<file path="src/hdl/grid_raycast_column_top_defines.svh">
// Assertion macros used by the grid ray caster execution part
`ifndef GRID_RAYCAST_COLUMN_TOP_DEFINES_SVH
`define GRID_RAYCAST_COLUMN_TOP_DEFINES_SVH

// Check cons in the same cycle as ante
`define GRC_ASSERT_NOW(label, ante, cons, msg) \
  label: assert property (@(posedge clk) disable iff (!rst_n) (ante) |-> (cons)) \
    else $error(msg);

// Check cons in the cycle after ante
`define GRC_ASSERT_NEXT(label, ante, cons, msg) \
  label: assert property (@(posedge clk) disable iff (!rst_n) (ante) |=> (cons)) \
    else $error(msg);

`endif

</file>
<file path="src/hdl/grc_pkg.sv">
// Types, constants and register codes of the grid ray caster
package grc_pkg;

  localparam int SCREEN_WIDTH  = 640;
  localparam int SCREEN_HEIGHT = 480;
  localparam int GRID_WIDTH    = 32;
  localparam int GRID_HEIGHT   = 32;
  localparam int MAP_DEPTH     = GRID_WIDTH * GRID_HEIGHT;
  localparam int MAP_AW        = $clog2(MAP_DEPTH);
  localparam int WALK_LIMIT    = 2 * (GRID_WIDTH + GRID_HEIGHT) + 160;
  localparam int WALK_W        = $clog2(WALK_LIMIT);
  localparam int HEIGHT_CAP    = 65535;
  localparam logic [31:0] SAT32 = 32'hFFFF_FFFF;

  localparam int PLANE_K = 24;
  localparam logic [31:0] PLANE_M =
    32'(((64'd1 << (17 + PLANE_K)) + 64'(SCREEN_WIDTH) - 64'd1) / 64'(SCREEN_WIDTH));

  localparam int DIV_NW = 47;
  localparam int DIV_DW = 35;
  localparam int DIV_CW = $clog2(DIV_NW + 1);

  localparam int Q_DEPTH = 2;
  localparam int Q_AW    = $clog2(Q_DEPTH);
  localparam int Q_CW    = $clog2(Q_DEPTH + 1);

  localparam logic OP_WRITE = 1'b0;
  localparam logic OP_CAST  = 1'b1;

  localparam logic [2:0] CFG_CAMERA_X    = 3'd0;
  localparam logic [2:0] CFG_CAMERA_Y    = 3'd1;
  localparam logic [2:0] CFG_VIEW_SINE   = 3'd2;
  localparam logic [2:0] CFG_VIEW_COSINE = 3'd3;
  localparam logic [2:0] CFG_HORIZON     = 3'd4;

  typedef struct packed {
    logic              is_cast;
    logic [9:0]        column;
    logic [MAP_AW-1:0] addr;
    logic              in_grid;
    logic [7:0]        value;
  } item_t;

  typedef struct packed {
    logic [20:0]        camera_x;
    logic [20:0]        camera_y;
    logic signed [15:0] view_sine;
    logic signed [15:0] view_cosine;
    logic signed [13:0] horizon;
  } cfg_t;

  typedef struct packed {
    logic              start;
    logic [DIV_NW-1:0] dividend;
    logic [DIV_DW-1:0] divisor;
  } div_req_t;

  typedef struct packed {
    logic              busy;
    logic              done;
    logic [DIV_NW-1:0] quotient;
  } div_rsp_t;

  typedef struct packed {
    logic full;
    logic empty;
  } q_status_t;

endpackage

</file>
<file path="src/hdl/grc_front.sv">
// Input stage: accepts beats and decodes them into queue items
module grc_front import grc_pkg::*; (
  input  logic      clk,
  input  logic      rst_n,
  input  logic      in_valid,
  output logic      in_stall,
  input  logic      in_opcode,
  input  logic [9:0] in_column,
  input  logic [4:0] in_cell_x,
  input  logic [4:0] in_cell_y,
  input  logic [7:0] in_cell_value,
  input  logic      clearing,
  input  q_status_t q_stat,
  output logic      push,
  output item_t     push_item
);

  logic  held_r;
  item_t item_r;
  item_t dec;

  always_comb begin
    dec.is_cast = (in_opcode == OP_CAST);
    dec.column  = in_column;
    dec.addr    = MAP_AW'(MAP_AW'(in_cell_y) * MAP_AW'(GRID_WIDTH) + MAP_AW'(in_cell_x));
    dec.in_grid = (32'(in_cell_x) < GRID_WIDTH) && (32'(in_cell_y) < GRID_HEIGHT);
    dec.value   = in_cell_value;
  end

  assign push      = held_r && !q_stat.full;
  assign push_item = item_r;
  assign in_stall  = clearing || (held_r && q_stat.full);

  always_ff @(posedge clk) begin
    if (!rst_n) begin
      held_r <= 1'b0;
    end else if (in_valid && !in_stall) begin
      held_r <= 1'b1;
    end else if (push) begin
      held_r <= 1'b0;
    end
  end

  always_ff @(posedge clk) begin
    if (in_valid && !in_stall) begin
      item_r <= dec;
    end
  end

endmodule

</file>
<file path="config.mk">
export PLATFORM = sky130hd
export DESIGN_NAME = grc_front
export DESIGN_NICKNAME = d
export VERILOG_FILES = /design/src/hdl/grid_raycast_column_top_defines.svh /design/src/hdl/grc_pkg.sv /design/src/hdl/grc_front.sv
export SDC_FILE = /design/constraint.sdc
export NUM_CORES = 1
export LEC_CHECK = 0
export ABC_AREA = 1
export BUFFER_PORTS_ARGS = -buffer_cell sky130_fd_sc_hd__clkbuf_2
export CAP_MARGIN = 5
export CORE_UTILIZATION = 42
export DETAILED_ROUTE_END_ITERATION = 7
export PLACE_DENSITY_LB_ADDON = 0.3
export SYNTH_ARGS = -nofsm -noshare
export SYNTH_HDL_FRONTEND = slang
export SYNTH_SLANG_ARGS = --single-unit
export TNS_END_PERCENT = 20
</file>
<file path="constraint.sdc">
create_clock -name clk -period 4.05 [get_ports clk]
set_clock_uncertainty 0.2 [all_clocks]
set_input_delay 1.215 -clock clk [delete_from_list [all_inputs] [get_ports clk]]
set_output_delay 1.215 -clock clk [all_outputs]
set_load 0.02 [all_outputs]
</file>
==> flow_metrics.tcl <==
set metrics [dict create \
    status "finished clean" \
    fp-row-count 16 \
    clockPowerShare 0.293 \
    worst_pin_slew_ps 593 \
    fin_ws_ps 1030 \
    grt_pass1_vias 610 \
    grt_max_degree 18 \
    ys_ff_latch 30 \
    power_frac_comb 0.093 \
    fillerInstances 164 \
    r2r_end "push_item[27]" \
    fmax_ghz 0.331 \
    path_max_fanout 2 \
    grt_pass1_wl_um 2420 \
    fin_crit_sh 0.747 \
    fin_crit_ps 3020 \
    post_cts_resized 0 \
    finalHoldViolations 0 \
    postRouteAntennaNets 0 \
    cpMaxStageDelayCell "clkbuf_2" \
    power_uw 585 \
    hold_path_end "held_r" \
    rr_worst_depth 4 \
    ys_seq_area_frac 0.938 \
    ys_warn_count 0 \
    syn_nets 77 \
    clk_latency_ps 310 \
    report.final.slew_viol_count 0 \
    ios 67 \
    synth_cell_types 9 \
    peakVddDrop_v 0.000296 \
    hpwlAfterDp_um 1230 \
    p_leak_uw 0.000622 \
    cts_tree "done" \
    cp_data_required_time_ps 2630 \
    grt-ovfl-total 0 \
    path_cells "clkbuf_2 > nand2_2 > nand2_2 > clkbuf_2" \
    setup.worst_path.start_class "primary input" \
    postPlaceCellArea_um2 1310 \
    hold_buffers 0 \
    dr.pass1.iters 3 \
    utilization 0.669 \
    end_kind "output pin" \
    syn_area_um2 950 \
    crit_arrival_ps 1610 \
    port-buffer-count 64 \
    slew_headroom 0.604 \
    clkTransAtPathRegs_ps 80 \
    grt_antenna_before_repair 0 \
    seq_power_share 0.614 \
    postRouteWirelength_um 1480 \
    dieArea_um2 2460 \
    grtUsageTotal 0.145 \
    path_delay_family "buffers and inverters" \
    chipHeight_um 49.6 \
    crit_buf_inv 2 \
    viasPerCell 4.22 \
    htree_num_levels 2 \
    final_nets 148 \
    grt_setup_unrepaired "false" \
    diodes 0 \
    power_density_nw_per_um2 428 \
    p_int_uw 462 \
    setup_viol 0 \
    power.switching_uw 122 \
    postCtsSetupBuffers 0 \
    die_x_um 49.6 \
    reg2reg_slack_ps 2270 \
    cts-root-buf "clkbuf_4" \
    place.gp.congestion 0.701 \
    clockBufferDepth 2 \
    hp-start "held_r" \
    layout-drive-gt1-share 0.658 \
    swShare 0.209 \
    post_drt_wl_per_cell_um 10.5 \
    core_um2 2040 \
    clkSinkCount 30 \
    fin_area_um2 1370 \
    synthCells 42 \
    syn_area_per_cell_um2 22.6 \
    drt_iter0_drc 2 \
    fin_setup_tns_ps 0 \
    max_stage_delay_ps 160 \
    initial_utilization 0.465 \
    cts_buffers 5 \
    r2r-start "held_r" \
    drc 0 \
    vias 595 \
    worstHoldPathType "reg -> reg" \
    hold_depth 4 \
    cap_viol_max_count 0 \
    synthToLayoutAreaGrowth_pct 43.7 \
    dpl_worst_slack_ps 1020 \
    critical_path_class "in -> out" \
]
[metrics by stage]
step	std cells	hold slack [ps]
after floorplan	42	325
after global placement	133	335
after detailed placement	133	355
after CTS	141	367
after global routing	141	400
final	141	358
[registers in the layout (all words and copies together), names as in the netlist]
| register | cells |
|---|---|
| push_item | 29 |
| held_r | 1 |
[synth_stat cells]
library cell | count | area [µm²]
nand2_2 | 2 | 12.5
edfxtp_1 | 29 | 871
nor2_1 | 2 | 7.51
inv_1 | 4 | 15.0
nand2_1 | 1 | 3.75
buf_4 | 1 | 7.51
dfxtp_1 | 1 | 20.0
o21ai_2 | 1 | 8.76
conb_1 | 1 | 3.75
[cell usage in the layout, fill, tap and decap left out]
cell      count
dfxtp_1       1
clkbuf_8      1
nor2_1        1
buf_4         1
inv_1         4
o21ai_2       1
clkbuf_1      2
edfxtp_1     29
clkbuf_2     64
nor2_2        1
conb_1        1
clkbuf_4      5
nand2_2       2
nand2_1       1
[per-layer routing]
layer | wire length, µm | global-route usage
met3 | 170 | 0.102
met5 | 0 | 0
met1 | 403 | 0.0989
met4 | 26 | 0.0857
met2 | 877 | 0.268
[cells by family (layout without fill, tap and decap cells)]
family	after synthesis	count (layout)	synth area share
buffers and inverters	5	77	0.0237
and+or+nand+nor	5	5	0.0250
other	1	1	0.00395
DFF	30	30	0.938
AOI/OAI and AO/OA	1	1	0.00922
[worst min-delay path: cells and delay by family (launching register included)]
family	cells	cell delay, ps
flops	1	320
simple gates	2	130
compound gates	1	50
buf+inv	1	30
[power by group through the flow]
stage,clock network [µW],logic [µW],registers (µW)
2_1_floorplan,0,10.0,383
3_3_place_gp,0,53.8,366
3_5_place_dp,0,55.1,366
4_1_cts,181,55.2,359
5_1_grt,194,58.8,360
6_report,171,54.2,359
[how the worst max path moves through the flow]
stage | startpoint | end | cells past startpoint
global route | q_stat[1] | in_stall | 4
global placement | q_stat[1] | in_stall | 4
floorplan | q_stat[1] | push_item[0] | 3
detailed placement | q_stat[1] | in_stall | 4
CTS | q_stat[1] | in_stall | 4
finish | q_stat[1] | in_stall | 4
[layout make-up]
type	instances	area (µm²)	share of cell area
multi-input combinational	7	38.8	0.0284
sequential	30	891	0.653
tap	27	33.8	0.0247
clock buffer	8	58.8	0.0431
timing repair buffer	65	328	0.240
inverter	4	15.0	0.0110
No activity file was read; power rests on OpenSTA's default activity.
