`src/hdl/grid_raycast_column_top_defines.svh`:
```
// Assertion macros used by the grid ray caster execution part
`ifndef GRID_RAYCAST_COLUMN_TOP_DEFINES_SVH
`define GRID_RAYCAST_COLUMN_TOP_DEFINES_SVH

// Check cons in the same cycle as ante
`define GRC_ASSERT_NOW(label, ante, cons, msg) \
  label: assert property (@(posedge clk) disable iff (!rst_n) (ante) |-> (cons)) \
    else $error(msg);

// Check cons in the cycle after ante
`define GRC_ASSERT_NEXT(label, ante, cons, msg) \
  label: assert property (@(posedge clk) disable iff (!rst_n) (ante) |=> (cons)) \
    else $error(msg);

`endif

```
`src/hdl/grc_pkg.sv`:
```
// Types, constants and register codes of the grid ray caster
package grc_pkg;

  localparam int SCREEN_WIDTH  = 640;
  localparam int SCREEN_HEIGHT = 480;
  localparam int GRID_WIDTH    = 32;
  localparam int GRID_HEIGHT   = 32;
  localparam int MAP_DEPTH     = GRID_WIDTH * GRID_HEIGHT;
  localparam int MAP_AW        = $clog2(MAP_DEPTH);
  localparam int WALK_LIMIT    = 2 * (GRID_WIDTH + GRID_HEIGHT) + 160;
  localparam int WALK_W        = $clog2(WALK_LIMIT);
  localparam int HEIGHT_CAP    = 65535;
  localparam logic [31:0] SAT32 = 32'hFFFF_FFFF;

  localparam int PLANE_K = 24;
  localparam logic [31:0] PLANE_M =
    32'(((64'd1 << (17 + PLANE_K)) + 64'(SCREEN_WIDTH) - 64'd1) / 64'(SCREEN_WIDTH));

  localparam int DIV_NW = 47;
  localparam int DIV_DW = 35;
  localparam int DIV_CW = $clog2(DIV_NW + 1);

  localparam int Q_DEPTH = 2;
  localparam int Q_AW    = $clog2(Q_DEPTH);
  localparam int Q_CW    = $clog2(Q_DEPTH + 1);

  localparam logic OP_WRITE = 1'b0;
  localparam logic OP_CAST  = 1'b1;

  localparam logic [2:0] CFG_CAMERA_X    = 3'd0;
  localparam logic [2:0] CFG_CAMERA_Y    = 3'd1;
  localparam logic [2:0] CFG_VIEW_SINE   = 3'd2;
  localparam logic [2:0] CFG_VIEW_COSINE = 3'd3;
  localparam logic [2:0] CFG_HORIZON     = 3'd4;

  typedef struct packed {
    logic              is_cast;
    logic [9:0]        column;
    logic [MAP_AW-1:0] addr;
    logic              in_grid;
    logic [7:0]        value;
  } item_t;

  typedef struct packed {
    logic [20:0]        camera_x;
    logic [20:0]        camera_y;
    logic signed [15:0] view_sine;
    logic signed [15:0] view_cosine;
    logic signed [13:0] horizon;
  } cfg_t;

  typedef struct packed {
    logic              start;
    logic [DIV_NW-1:0] dividend;
    logic [DIV_DW-1:0] divisor;
  } div_req_t;

  typedef struct packed {
    logic              busy;
    logic              done;
    logic [DIV_NW-1:0] quotient;
  } div_rsp_t;

  typedef struct packed {
    logic full;
    logic empty;
  } q_status_t;

endpackage

```
`src/hdl/grc_queue.sv`:
```
// Short item queue between the front and back parts
module grc_queue import grc_pkg::*; (
  input  logic      clk,
  input  logic      rst_n,
  input  logic      push,
  input  item_t     push_item,
  input  logic      pop,
  output item_t     head_item,
  output q_status_t q_stat
);

  item_t           slot_r [Q_DEPTH];
  logic [Q_AW-1:0] wp_r;
  logic [Q_AW-1:0] rp_r;
  logic [Q_CW-1:0] cnt_r;

  assign head_item    = slot_r[rp_r];
  assign q_stat.full  = (cnt_r == Q_CW'(Q_DEPTH));
  assign q_stat.empty = (cnt_r == '0);

  always_ff @(posedge clk) begin
    if (!rst_n) begin
      wp_r  <= '0;
      rp_r  <= '0;
      cnt_r <= '0;
    end else begin
      if (push) begin
        wp_r <= (wp_r == Q_AW'(Q_DEPTH - 1)) ? '0 : wp_r + 1'b1;
      end
      if (pop) begin
        rp_r <= (rp_r == Q_AW'(Q_DEPTH - 1)) ? '0 : rp_r + 1'b1;
      end
      if (push && !pop) begin
        cnt_r <= cnt_r + 1'b1;
      end else if (pop && !push) begin
        cnt_r <= cnt_r - 1'b1;
      end
    end
  end

  always_ff @(posedge clk) begin
    if (push) begin
      slot_r[wp_r] <= push_item;
    end
  end

endmodule

```
`config.mk`:
```
export PLATFORM = sky130hd
export DESIGN_NAME = grc_queue
export DESIGN_NICKNAME = d
export VERILOG_FILES = /design/src/hdl/grid_raycast_column_top_defines.svh /design/src/hdl/grc_pkg.sv /design/src/hdl/grc_queue.sv
export SDC_FILE = /design/constraint.sdc
export NUM_CORES = 1
export LEC_CHECK = 0
export BUFFER_PORTS_ARGS = -buffer_cell sky130_fd_sc_hd__clkbuf_2
export CAP_MARGIN = 10
export CORE_UTILIZATION = 46
export DETAILED_ROUTE_END_ITERATION = 8
export HOLD_SLACK_MARGIN = 0.02
export PLACE_DENSITY_LB_ADDON = 0.12
export SLEW_MARGIN = 40
export SYNTH_ARGS = -nofsm -noshare
export SYNTH_HDL_FRONTEND = slang
export SYNTH_SLANG_ARGS = --single-unit
export TNS_END_PERCENT = 1
```
`constraint.sdc`:
```
create_clock -name clk -period 2.08 [get_ports clk]
set_input_delay 0.312 -clock clk [delete_from_list [all_inputs] [get_ports clk]]
set_output_delay 0.312 -clock clk [all_outputs]
set_load 0.005 [all_outputs]
```
==> metrics.cfg <==
[sta]
setup_slack_ns = 0.238
timing.fmax_mhz = 543
setup_viol = 0
worst_slew_pin_slew_ns = 0.465
slew_violations = 0
period_needed_ns = 1.84
hold_violations = 0
tns_ns = 0
relSlewSlack = 0.690
period_share = 0.885
rsz0062_at_grt = false
clock_skew_ns = 0.00653

[layout]
fin_area_um2 = 3010
fin_nets = 226
register_area_um2 = 1900
final_layout_size_suffix_gt1_frac = 0.571
area_growth_pct = 27.0
finish.utilization = 0.622
n_fill_cell = 366
diodes = 0
multi_input_area_um2 = 460

[synth]
netlist_instances = 115
syn_area_per_cell_um2 = 20.6
syn_nets = 150
ys_seq_area_frac = 0.801
synth_seq_cells = 65
yosysUniqueCellTypes = 16
synth_area_um2 = 2370
ys_warn_count = 0

[worst_setup_path]
timing.rr.start = wp_r
crit_required_ns = 1.77
max_stage_delay_ns = 0.50
critPathBufInv = 2
regToRegEndpoint = slot_r[1][1]
r2r_cells = 2
cp-end-kind = output pin
worst-endpoint-arrival_ns = 1.53
cp_max_fo = 25
crit_cells = 3
worst-setup-path-type = reg2out
crit_slowest_cell = dfxtp_1
r2r_slack_ns = 0.70
cp-endpoint = head_item[6]
critPathTopFamily = flip-flops
worst_setup_path_start_kind = register
path_cells = buf_12 > mux2_2 > clkbuf_2

[route]
vias = 1248
wl_mm = 3.84
dr.pass1.iters = 4
ant_nets = 0
vias_per_cell = 4.75
drc = 0
wl_per_cell_um = 14.6
drtIter0Drc = 74

[placed_design]
hpwl_mm = 2.58
gp_congestion = 0.649
place_area_um2 = 2840
place_ws_ns = 0.576
port_buffers = 65

[clock_network]
clockRootBuffer = clkbuf_8
cts_buffers = 9
cts_hold_buf = 0
path_clk_slew_ns = 0.07
cts_sinks = 65
clk_latency_ns = 0.32
postCtsSetupBuffers = 0
clockBufferDepth = 2
post_cts_resized = 0
cts_htree_levels = 3
cts_tree = done

[power]
powerDensity_nw_per_um2 = 924
ir_drop_mv = 0.449
p_leak_nw = 1.17
power_mw = 2.78

[run_status]
outcome = complete, no violations

[floorplanning]
die_y_um = 73.8
die-area_um2 = 5450
die-width_um = 73.8
num_io_pins = 66
row_count = 25
core_area_um2 = 4850
initial_core_util = 0.490

[global_route]
grt_start_max_net_pins = 26
grt_pass1_vias = 1282
grt_pass1_wl_mm = 5.91
grt_antenna_before_repair = 0
gr-total-overflow = 0
track_usage = 0.158

[job]
maxCapViolCount = 0

[hold_path]
min_path_type = in2reg

## cells by family after synthesis
logic type                 after synthesis  synth area share
AOI/OAI and AO/OA                        3           0.00843
xor gates and xnor gates                 3            0.0111
adders and majority gates                1           0.00527
buffers and inverters                    4           0.00790
DFF                                     65             0.801
muxes                                   30             0.142
and+or+nand+nor                          9            0.0237
## cells in the final DEF, fill, tap and decap left out
master and n:
clkbuf_2 65, edfxtp_1 60, mux2_2 30, clkbuf_8 9
dfxtp_1 5, and2_1 4, clkbuf_1 3, buf_12 3
xor2_1 2, clkinv_2 2, inv_1 1, and2b_2 1
nor2_1 1, nor2b_4 1, xnor2_1 1, nor2b_1 1
o21a_1 1, o21ai_0 1, or3_1 1, a21boi_1 1
ha_1 1, clkinv_1 1, bufinv_16 1
## cell type report
cell class,count,area share
Sequential cell,65,0.631
Multi-Input combinational cell,46,0.153
Timing Repair Buffer,68,0.128
Clock buffer,12,0.0448
Tap cell,67,0.0278
Clock inverter,4,0.0145
Inverter,1,0.00125
## layer usage
metal / share of wire / wire length, um / vias to the layer above / GRT usage
li1: - / - / 593 / -
met1: 0.41 / 1580 / 610 / 0.173
met2: 0.54 / 2060 / 40 / 0.263
met3: 0.042 / 161 / 5 / 0.0466
met4: 0.011 / 44 / 0 / 0.109
met5: 0 / 0 / - / 0
## cells in the mapped netlist, drive strengths merged
cell type / instances / share of area
o21a: 1 / 0.0032
buf: 3 / 0.0063
xnor2: 1 / 0.0037
dfxtp: 5 / 0.042
inv: 1 / 0.0016
ha: 1 / 0.0053
o21ai: 1 / 0.0021
nor2b: 2 / 0.0053
and2b: 1 / 0.0037
edfxtp: 60 / 0.76
xor2: 2 / 0.0074
mux2: 30 / 0.14
nor2: 1 / 0.0016
or3: 1 / 0.0026
and2: 4 / 0.011
a21boi: 1 / 0.0032
## per-stage QoR
step / hold slack (ns) / std cells
detailed placement: 0.505 / 247
floorplan: 0.411 / 115
CTS: 0.151 / 263
global placement: 0.477 / 247
global route: 0.154 / 263
finish: 0.176 / 263
## power by group
group | total [mW] | switching (mW) | internal, mW
Sequential | 1.53 | 0.0269 | 1.51
Clock | 0.965 | 0.418 | 0.547
Combinational | 0.286 | 0.126 | 0.160
Total | 2.78 | 0.571 | 2.21
## flip-flops by register name (all words and copies together), names as in the netlist, named ones only
name and flops:
slot_r 60, cnt_r 2, rp_r 1, wp_r 1
## worst min-delay path by stage
stage | start | endpoint | slack [ns] | depth (start not counted)
after floorplan | push_item[0] | slot_r[0][0] | 0.41 | 0
after global placement | cnt_r[1] | cnt_r[1] | 0.48 | 2
after detailed placement | push_item[17] | slot_r[1][17] | 0.50 | 1
after CTS | push_item[5] | slot_r[1][5] | 0.15 | 1
after global routing | push_item[10] | slot_r[1][10] | 0.15 | 1
final | push_item[5] | slot_r[1][5] | 0.18 | 1
## worst register-to-register path, cell delays in order, from the launching register on
cell	delay [ns]
dfxtp_1	0.39
and2_1	0.44
buf_12	0.25
Power figures use the tool's default switching activity.
