[src/hdl/grid_raycast_column_top_defines.svh]
// Assertion macros used by the grid ray caster execution part
`ifndef GRID_RAYCAST_COLUMN_TOP_DEFINES_SVH
`define GRID_RAYCAST_COLUMN_TOP_DEFINES_SVH

// Check cons in the same cycle as ante
`define GRC_ASSERT_NOW(label, ante, cons, msg) \
  label: assert property (@(posedge clk) disable iff (!rst_n) (ante) |-> (cons)) \
    else $error(msg);

// Check cons in the cycle after ante
`define GRC_ASSERT_NEXT(label, ante, cons, msg) \
  label: assert property (@(posedge clk) disable iff (!rst_n) (ante) |=> (cons)) \
    else $error(msg);

`endif

[src/hdl/grc_pkg.sv]
// Types, constants and register codes of the grid ray caster
package grc_pkg;

  localparam int SCREEN_WIDTH  = 640;
  localparam int SCREEN_HEIGHT = 480;
  localparam int GRID_WIDTH    = 32;
  localparam int GRID_HEIGHT   = 32;
  localparam int MAP_DEPTH     = GRID_WIDTH * GRID_HEIGHT;
  localparam int MAP_AW        = $clog2(MAP_DEPTH);
  localparam int WALK_LIMIT    = 2 * (GRID_WIDTH + GRID_HEIGHT) + 160;
  localparam int WALK_W        = $clog2(WALK_LIMIT);
  localparam int HEIGHT_CAP    = 65535;
  localparam logic [31:0] SAT32 = 32'hFFFF_FFFF;

  localparam int PLANE_K = 24;
  localparam logic [31:0] PLANE_M =
    32'(((64'd1 << (17 + PLANE_K)) + 64'(SCREEN_WIDTH) - 64'd1) / 64'(SCREEN_WIDTH));

  localparam int DIV_NW = 47;
  localparam int DIV_DW = 35;
  localparam int DIV_CW = $clog2(DIV_NW + 1);

  localparam int Q_DEPTH = 2;
  localparam int Q_AW    = $clog2(Q_DEPTH);
  localparam int Q_CW    = $clog2(Q_DEPTH + 1);

  localparam logic OP_WRITE = 1'b0;
  localparam logic OP_CAST  = 1'b1;

  localparam logic [2:0] CFG_CAMERA_X    = 3'd0;
  localparam logic [2:0] CFG_CAMERA_Y    = 3'd1;
  localparam logic [2:0] CFG_VIEW_SINE   = 3'd2;
  localparam logic [2:0] CFG_VIEW_COSINE = 3'd3;
  localparam logic [2:0] CFG_HORIZON     = 3'd4;

  typedef struct packed {
    logic              is_cast;
    logic [9:0]        column;
    logic [MAP_AW-1:0] addr;
    logic              in_grid;
    logic [7:0]        value;
  } item_t;

  typedef struct packed {
    logic [20:0]        camera_x;
    logic [20:0]        camera_y;
    logic signed [15:0] view_sine;
    logic signed [15:0] view_cosine;
    logic signed [13:0] horizon;
  } cfg_t;

  typedef struct packed {
    logic              start;
    logic [DIV_NW-1:0] dividend;
    logic [DIV_DW-1:0] divisor;
  } div_req_t;

  typedef struct packed {
    logic              busy;
    logic              done;
    logic [DIV_NW-1:0] quotient;
  } div_rsp_t;

  typedef struct packed {
    logic full;
    logic empty;
  } q_status_t;

endpackage

[src/hdl/grc_div.sv]
// Shared restoring divider, one quotient bit per cycle
module grc_div import grc_pkg::*; (
  input  logic     clk,
  input  logic     rst_n,
  input  div_req_t req,
  output div_rsp_t rsp
);

  logic              busy_r;
  logic              done_r;
  logic [DIV_CW-1:0] cnt_r;
  logic [DIV_DW-1:0] rem_r;
  logic [DIV_NW-1:0] quo_r;
  logic [DIV_DW-1:0] den_r;
  logic [DIV_DW:0]   shifted;
  logic              ge;

  assign shifted = {rem_r, quo_r[DIV_NW-1]};
  assign ge      = (shifted >= {1'b0, den_r});

  assign rsp.busy     = busy_r;
  assign rsp.done     = done_r;
  assign rsp.quotient = quo_r;

  always_ff @(posedge clk) begin
    if (!rst_n) begin
      busy_r <= 1'b0;
      done_r <= 1'b0;
      cnt_r  <= '0;
    end else begin
      done_r <= 1'b0;
      if (req.start) begin
        busy_r <= 1'b1;
        cnt_r  <= '0;
      end else if (busy_r) begin
        cnt_r <= cnt_r + 1'b1;
        if (cnt_r == DIV_CW'(DIV_NW - 1)) begin
          busy_r <= 1'b0;
          done_r <= 1'b1;
        end
      end
    end
  end

  always_ff @(posedge clk) begin
    if (req.start) begin
      rem_r <= '0;
      quo_r <= req.dividend;
      den_r <= req.divisor;
    end else if (busy_r) begin
      rem_r <= ge ? DIV_DW'(shifted - {1'b0, den_r}) : DIV_DW'(shifted);
      quo_r <= {quo_r[DIV_NW-2:0], ge};
    end
  end

endmodule

[config.mk]
export PLATFORM = sky130hd
export DESIGN_NAME = grc_div
export DESIGN_NICKNAME = d
export VERILOG_FILES = /design/src/hdl/grid_raycast_column_top_defines.svh /design/src/hdl/grc_pkg.sv /design/src/hdl/grc_div.sv
export SDC_FILE = /design/constraint.sdc
export NUM_CORES = 1
export LEC_CHECK = 0
export ABC_AREA = 1
export BUFFER_PORTS_ARGS = -buffer_cell sky130_fd_sc_hd__buf_2
export CORE_MARGIN = 5
export CORE_UTILIZATION = 57
export CTS_CLUSTER_DIAMETER = 100
export CTS_CLUSTER_SIZE = 16
export DETAILED_ROUTE_END_ITERATION = 8
export GPL_ROUTABILITY_DRIVEN = 0
export PLACE_DENSITY = 0.81
export SYNTH_ARGS = -nofsm -noshare
export SYNTH_HDL_FRONTEND = slang
export SYNTH_SLANG_ARGS = --single-unit
[constraint.sdc]
create_clock -name clk -period 3.8 [get_ports clk]
set_input_delay 0.76 -clock clk [delete_from_list [all_inputs] [get_ports clk]]
set_output_delay 0.76 -clock clk [all_outputs]
set_load 0.02 [all_outputs]
==> impl_results.md <==
* FF-to-FF End: rem_r[0]$_SDFFE_PP0P_
* WL final at 20200 um
* Fill cells at 1183
* CTS buffer count at 17
* Grt ovf at 0
* Synth cell count leaders: 439 x nand2_1, 169 x inv_1, 88 x nand3_1
* H-Tree Depth at 4
* Area leader, netlist: edfxtp_1
* Fin. max-slew vios at 0
* Sequential Area at 3320 sq um
* Ranking of synthesized cells by area: edfxtp_1 31%, nand2_1 21%, dfxtp_1 11%
* Crit end category: flop
* Leakage at 4.92 nW
* Most frequent cell after synthesis: nand2_1
* TritonCTS clock tree: built
* Post-CTS Resized at 0
* Largest net degree at the start of global routing at 67
* Final min period at 2.63 ns
* Main combinational cell family by area after synthesis: simple AND/OR/NAND/NOR gates
* Hold Crit Start: rem_r[21]$_SDFFE_PP0P_
* Kind of critical path: flop to flop
* Die X at 128 um
* Post-CTS setup buffer count at 0
* PwrDens at 398 nW/um^2
* Worst Reg-to-Reg Cells at 15
* Syn Nets at 1212
* Slew @ Worst Pin at 0.938 ns
* I/O Buffers at 133
* Placeable core area at 13800 sq um
* Area growth, synth to finish at 17.5%
* Synth Flop Type: edfxtp_1
* Compound-Gate Fraction of Synth Area at 4.05%
* Clock Tree Root: clkbuf_16
* Critical path's largest stage delay at 0.47 ns
* CP arrival at 2.90 ns
* Hold Path Depth at 2
* Cell count after synthesis at 1089
* Starting density of the core at 57.5%
* Synth Warn # at 0
* Rel. slew slack at 37.4%
* Xor/xnor share of the synthesized area at 2.10%
* Fin crit share at 69.2%
* Hold WS at 0.469 ns
* Status: completed
* Layout cells sized above 1 at 16.9%
* Final core occ at 67.5%
* Setup WS pre-CTS at 1.18 ns
* Antenna diodes at 0
* Die height at 128 um
* Initial antenna violation count at 0
* Hpwl dp at 14800 um
* DRT antenna net count at 0
* Critical path cell sequence: inv_1 -> ha_1 -> fa_1 -> nor2_4 -> nor2_4 -> inv_2 -> nand2_2 -> nand3_4 -> nand2_2 -> nand2_4 -> nand2_8 -> nand2_8 -> nand2_1 -> nand3_1 -> o21ai_0
* Final total power at 3.71 mW
* Die area at 16300 sq um
* Crit Path Max Fanout at 37
* Site Rows at 43
* Mapped Area at 7920 sq um
* Synth Area in Adders at 6.10%
* 1st-pass router iterations at 5
* Final TNS setup at 0 ns
* Unrepaired setup endpoints after global routing: false
* Routed WL per cell at 14.3 um
* Reg2reg start: quo_r[46]$_DFFE_PP_
* DR vias at 7356
* WP data required at 4.07 ns
* Final #Nets at 1343
* Critical path's slowest cell: fa_1
* Share of the synthesized area in the top cell type at 31.1%
* Fin Clk Skew at 0.0153 ns
* Multiplexer share of the synthesized area at 0%
* Worst-path clk slew at 0.06 ns
* Synth Area in Simple Gates at 35.5%
* Clk buf depth at 2
* R2r setup slk at 1.17 ns
* Clock Sinks at 125
* PnR worst setup slack at 1.17 ns
* Crit start category: flop
* Global-route wire length before repair at 33400 um
* Io pins at 134
* Async SR Flop Fraction at 0%
* Syn Area/Cell at 7.27 sq um
* Multi-input gate area at 3790 sq um
* Fmax at 0.380 GHz
* Gr usage total at 25.6%
* DRT iter0 DRCs at 640
* Worst vdd rail ir drop at 0.404 mV
* Synth cell types at 39
* Final setup vio count at 0
* Hold-fix buffers, CTS at 0
* Min-Delay Endpoint: rem_r[21]$_SDFFE_PP0P_
* Maxcap violations at 0
* Hold WC Path Type: flop to flop
* Residual DRC count at 0
* Post-synth EDFFs at 82
* Sequential area share after synthesis at 42.0%
* Via density at 5.21
* Vias in the first global route at 7251
* Post-synthesis register bit count at 125
* Fin. Hold Viols at 0
* Worst-skew pair later-pin latency at 0.42 ns
==> worst max-delay path, delay by kind of cell (launching register included) <==
family	cells	cell delay (ns)
AOI/OAI and AO/OA	1	0.08
adders and majority gates	2	0.69
buffers and inverters	2	0.11
DFF	1	0.34
and+or+nand+nor	10	1.25
==> cell families (layout without fill, tap and decap cells) <==
logic type / Yosys count / count (layout)
DFF: 125 / 125
adders and majority gates: 38 / 38
xor gates and xnor gates: 19 / 19
buffers and inverters: 202 / 346
and+or+nand+nor: 648 / 648
AOI/OAI and AO/OA: 57 / 57
==> worst max-delay path by stage <==
stage | from | end | slack, ns
2_1_floorplan | req[82] | quo_r[0]$_DFFE_PP_ | 0.90
3_3_place_gp | req[82] | cnt_r[2]$_SDFFE_PP0P_ | 1.25
3_5_place_dp | quo_r[46]$_DFFE_PP_ | rem_r[0]$_SDFFE_PP0P_ | 1.18
4_1_cts | quo_r[46]$_DFFE_PP_ | rem_r[0]$_SDFFE_PP0P_ | 1.17
5_1_grt | quo_r[46]$_DFFE_PP_ | rem_r[0]$_SDFFE_PP0P_ | 1.0
6_report | quo_r[46]$_DFFE_PP_ | rem_r[0]$_SDFFE_PP0P_ | 1.17
==> through the flow <==
step           cells  area [sq um]
2_1_floorplan   1089          7920
3_3_place_gp    1381          8710
3_5_place_dp    1381          8710
4_1_cts         1413          9300
5_1_grt         1413          9300
6_report        1413          9300
==> cell type report <==
class,instances,share of cell area [%]
multi-input cells,762,40.7
flip-flops and latches,125,35.7
repair buffers,140,7.75
inverters,174,7.02
clock buffers,18,4.61
well taps,180,2.42
clock inverters,14,1.78
==> cell usage in the layout, fill, tap and decap left out, drive strengths merged, types with 6 or more instances in the layout <==
| cell | synthesis | layout |
|---|---|---|
| o21ai | 24 | 24 |
| clkbuf | 13 | 18 |
| inv | 174 | 177 |
| nor3 | 6 | 6 |
| edfxtp | 82 | 82 |
| nor2 | 66 | 66 |
| ha | 37 | 37 |
| nand4 | 7 | 7 |
| nand2 | 448 | 448 |
| buf | 15 | 140 |
| xnor2 | 15 | 15 |
| a21oi | 24 | 24 |
| nand3b | 18 | 18 |
| dfxtp | 43 | 43 |
| nand3 | 99 | 99 |
==> sequential cells by signal (all words and copies together), names as in the netlist <==
register and count:
quo_r 47, den_r 35, rem_r 35, cnt_r 6
busy_r 1, done_r 1
==> power breakdown <==
part	internal [mW]	leakage [nW]	switching, mW
Clock	1.03	0.282	0.621
Sequential	1.55	1.17	0.0439
Combinational	0.152	3.46	0.306
==> per-layer routing <==
metal	vias up	GRT usage [%]	wire length, um
met3	47	7.58	1800
met5	-	0	0
li1	3690	-	-
met1	3333	32.1	8550
met4	0	9.36	530
met2	286	42.1	9280
(Power assumes the default switching activity.)
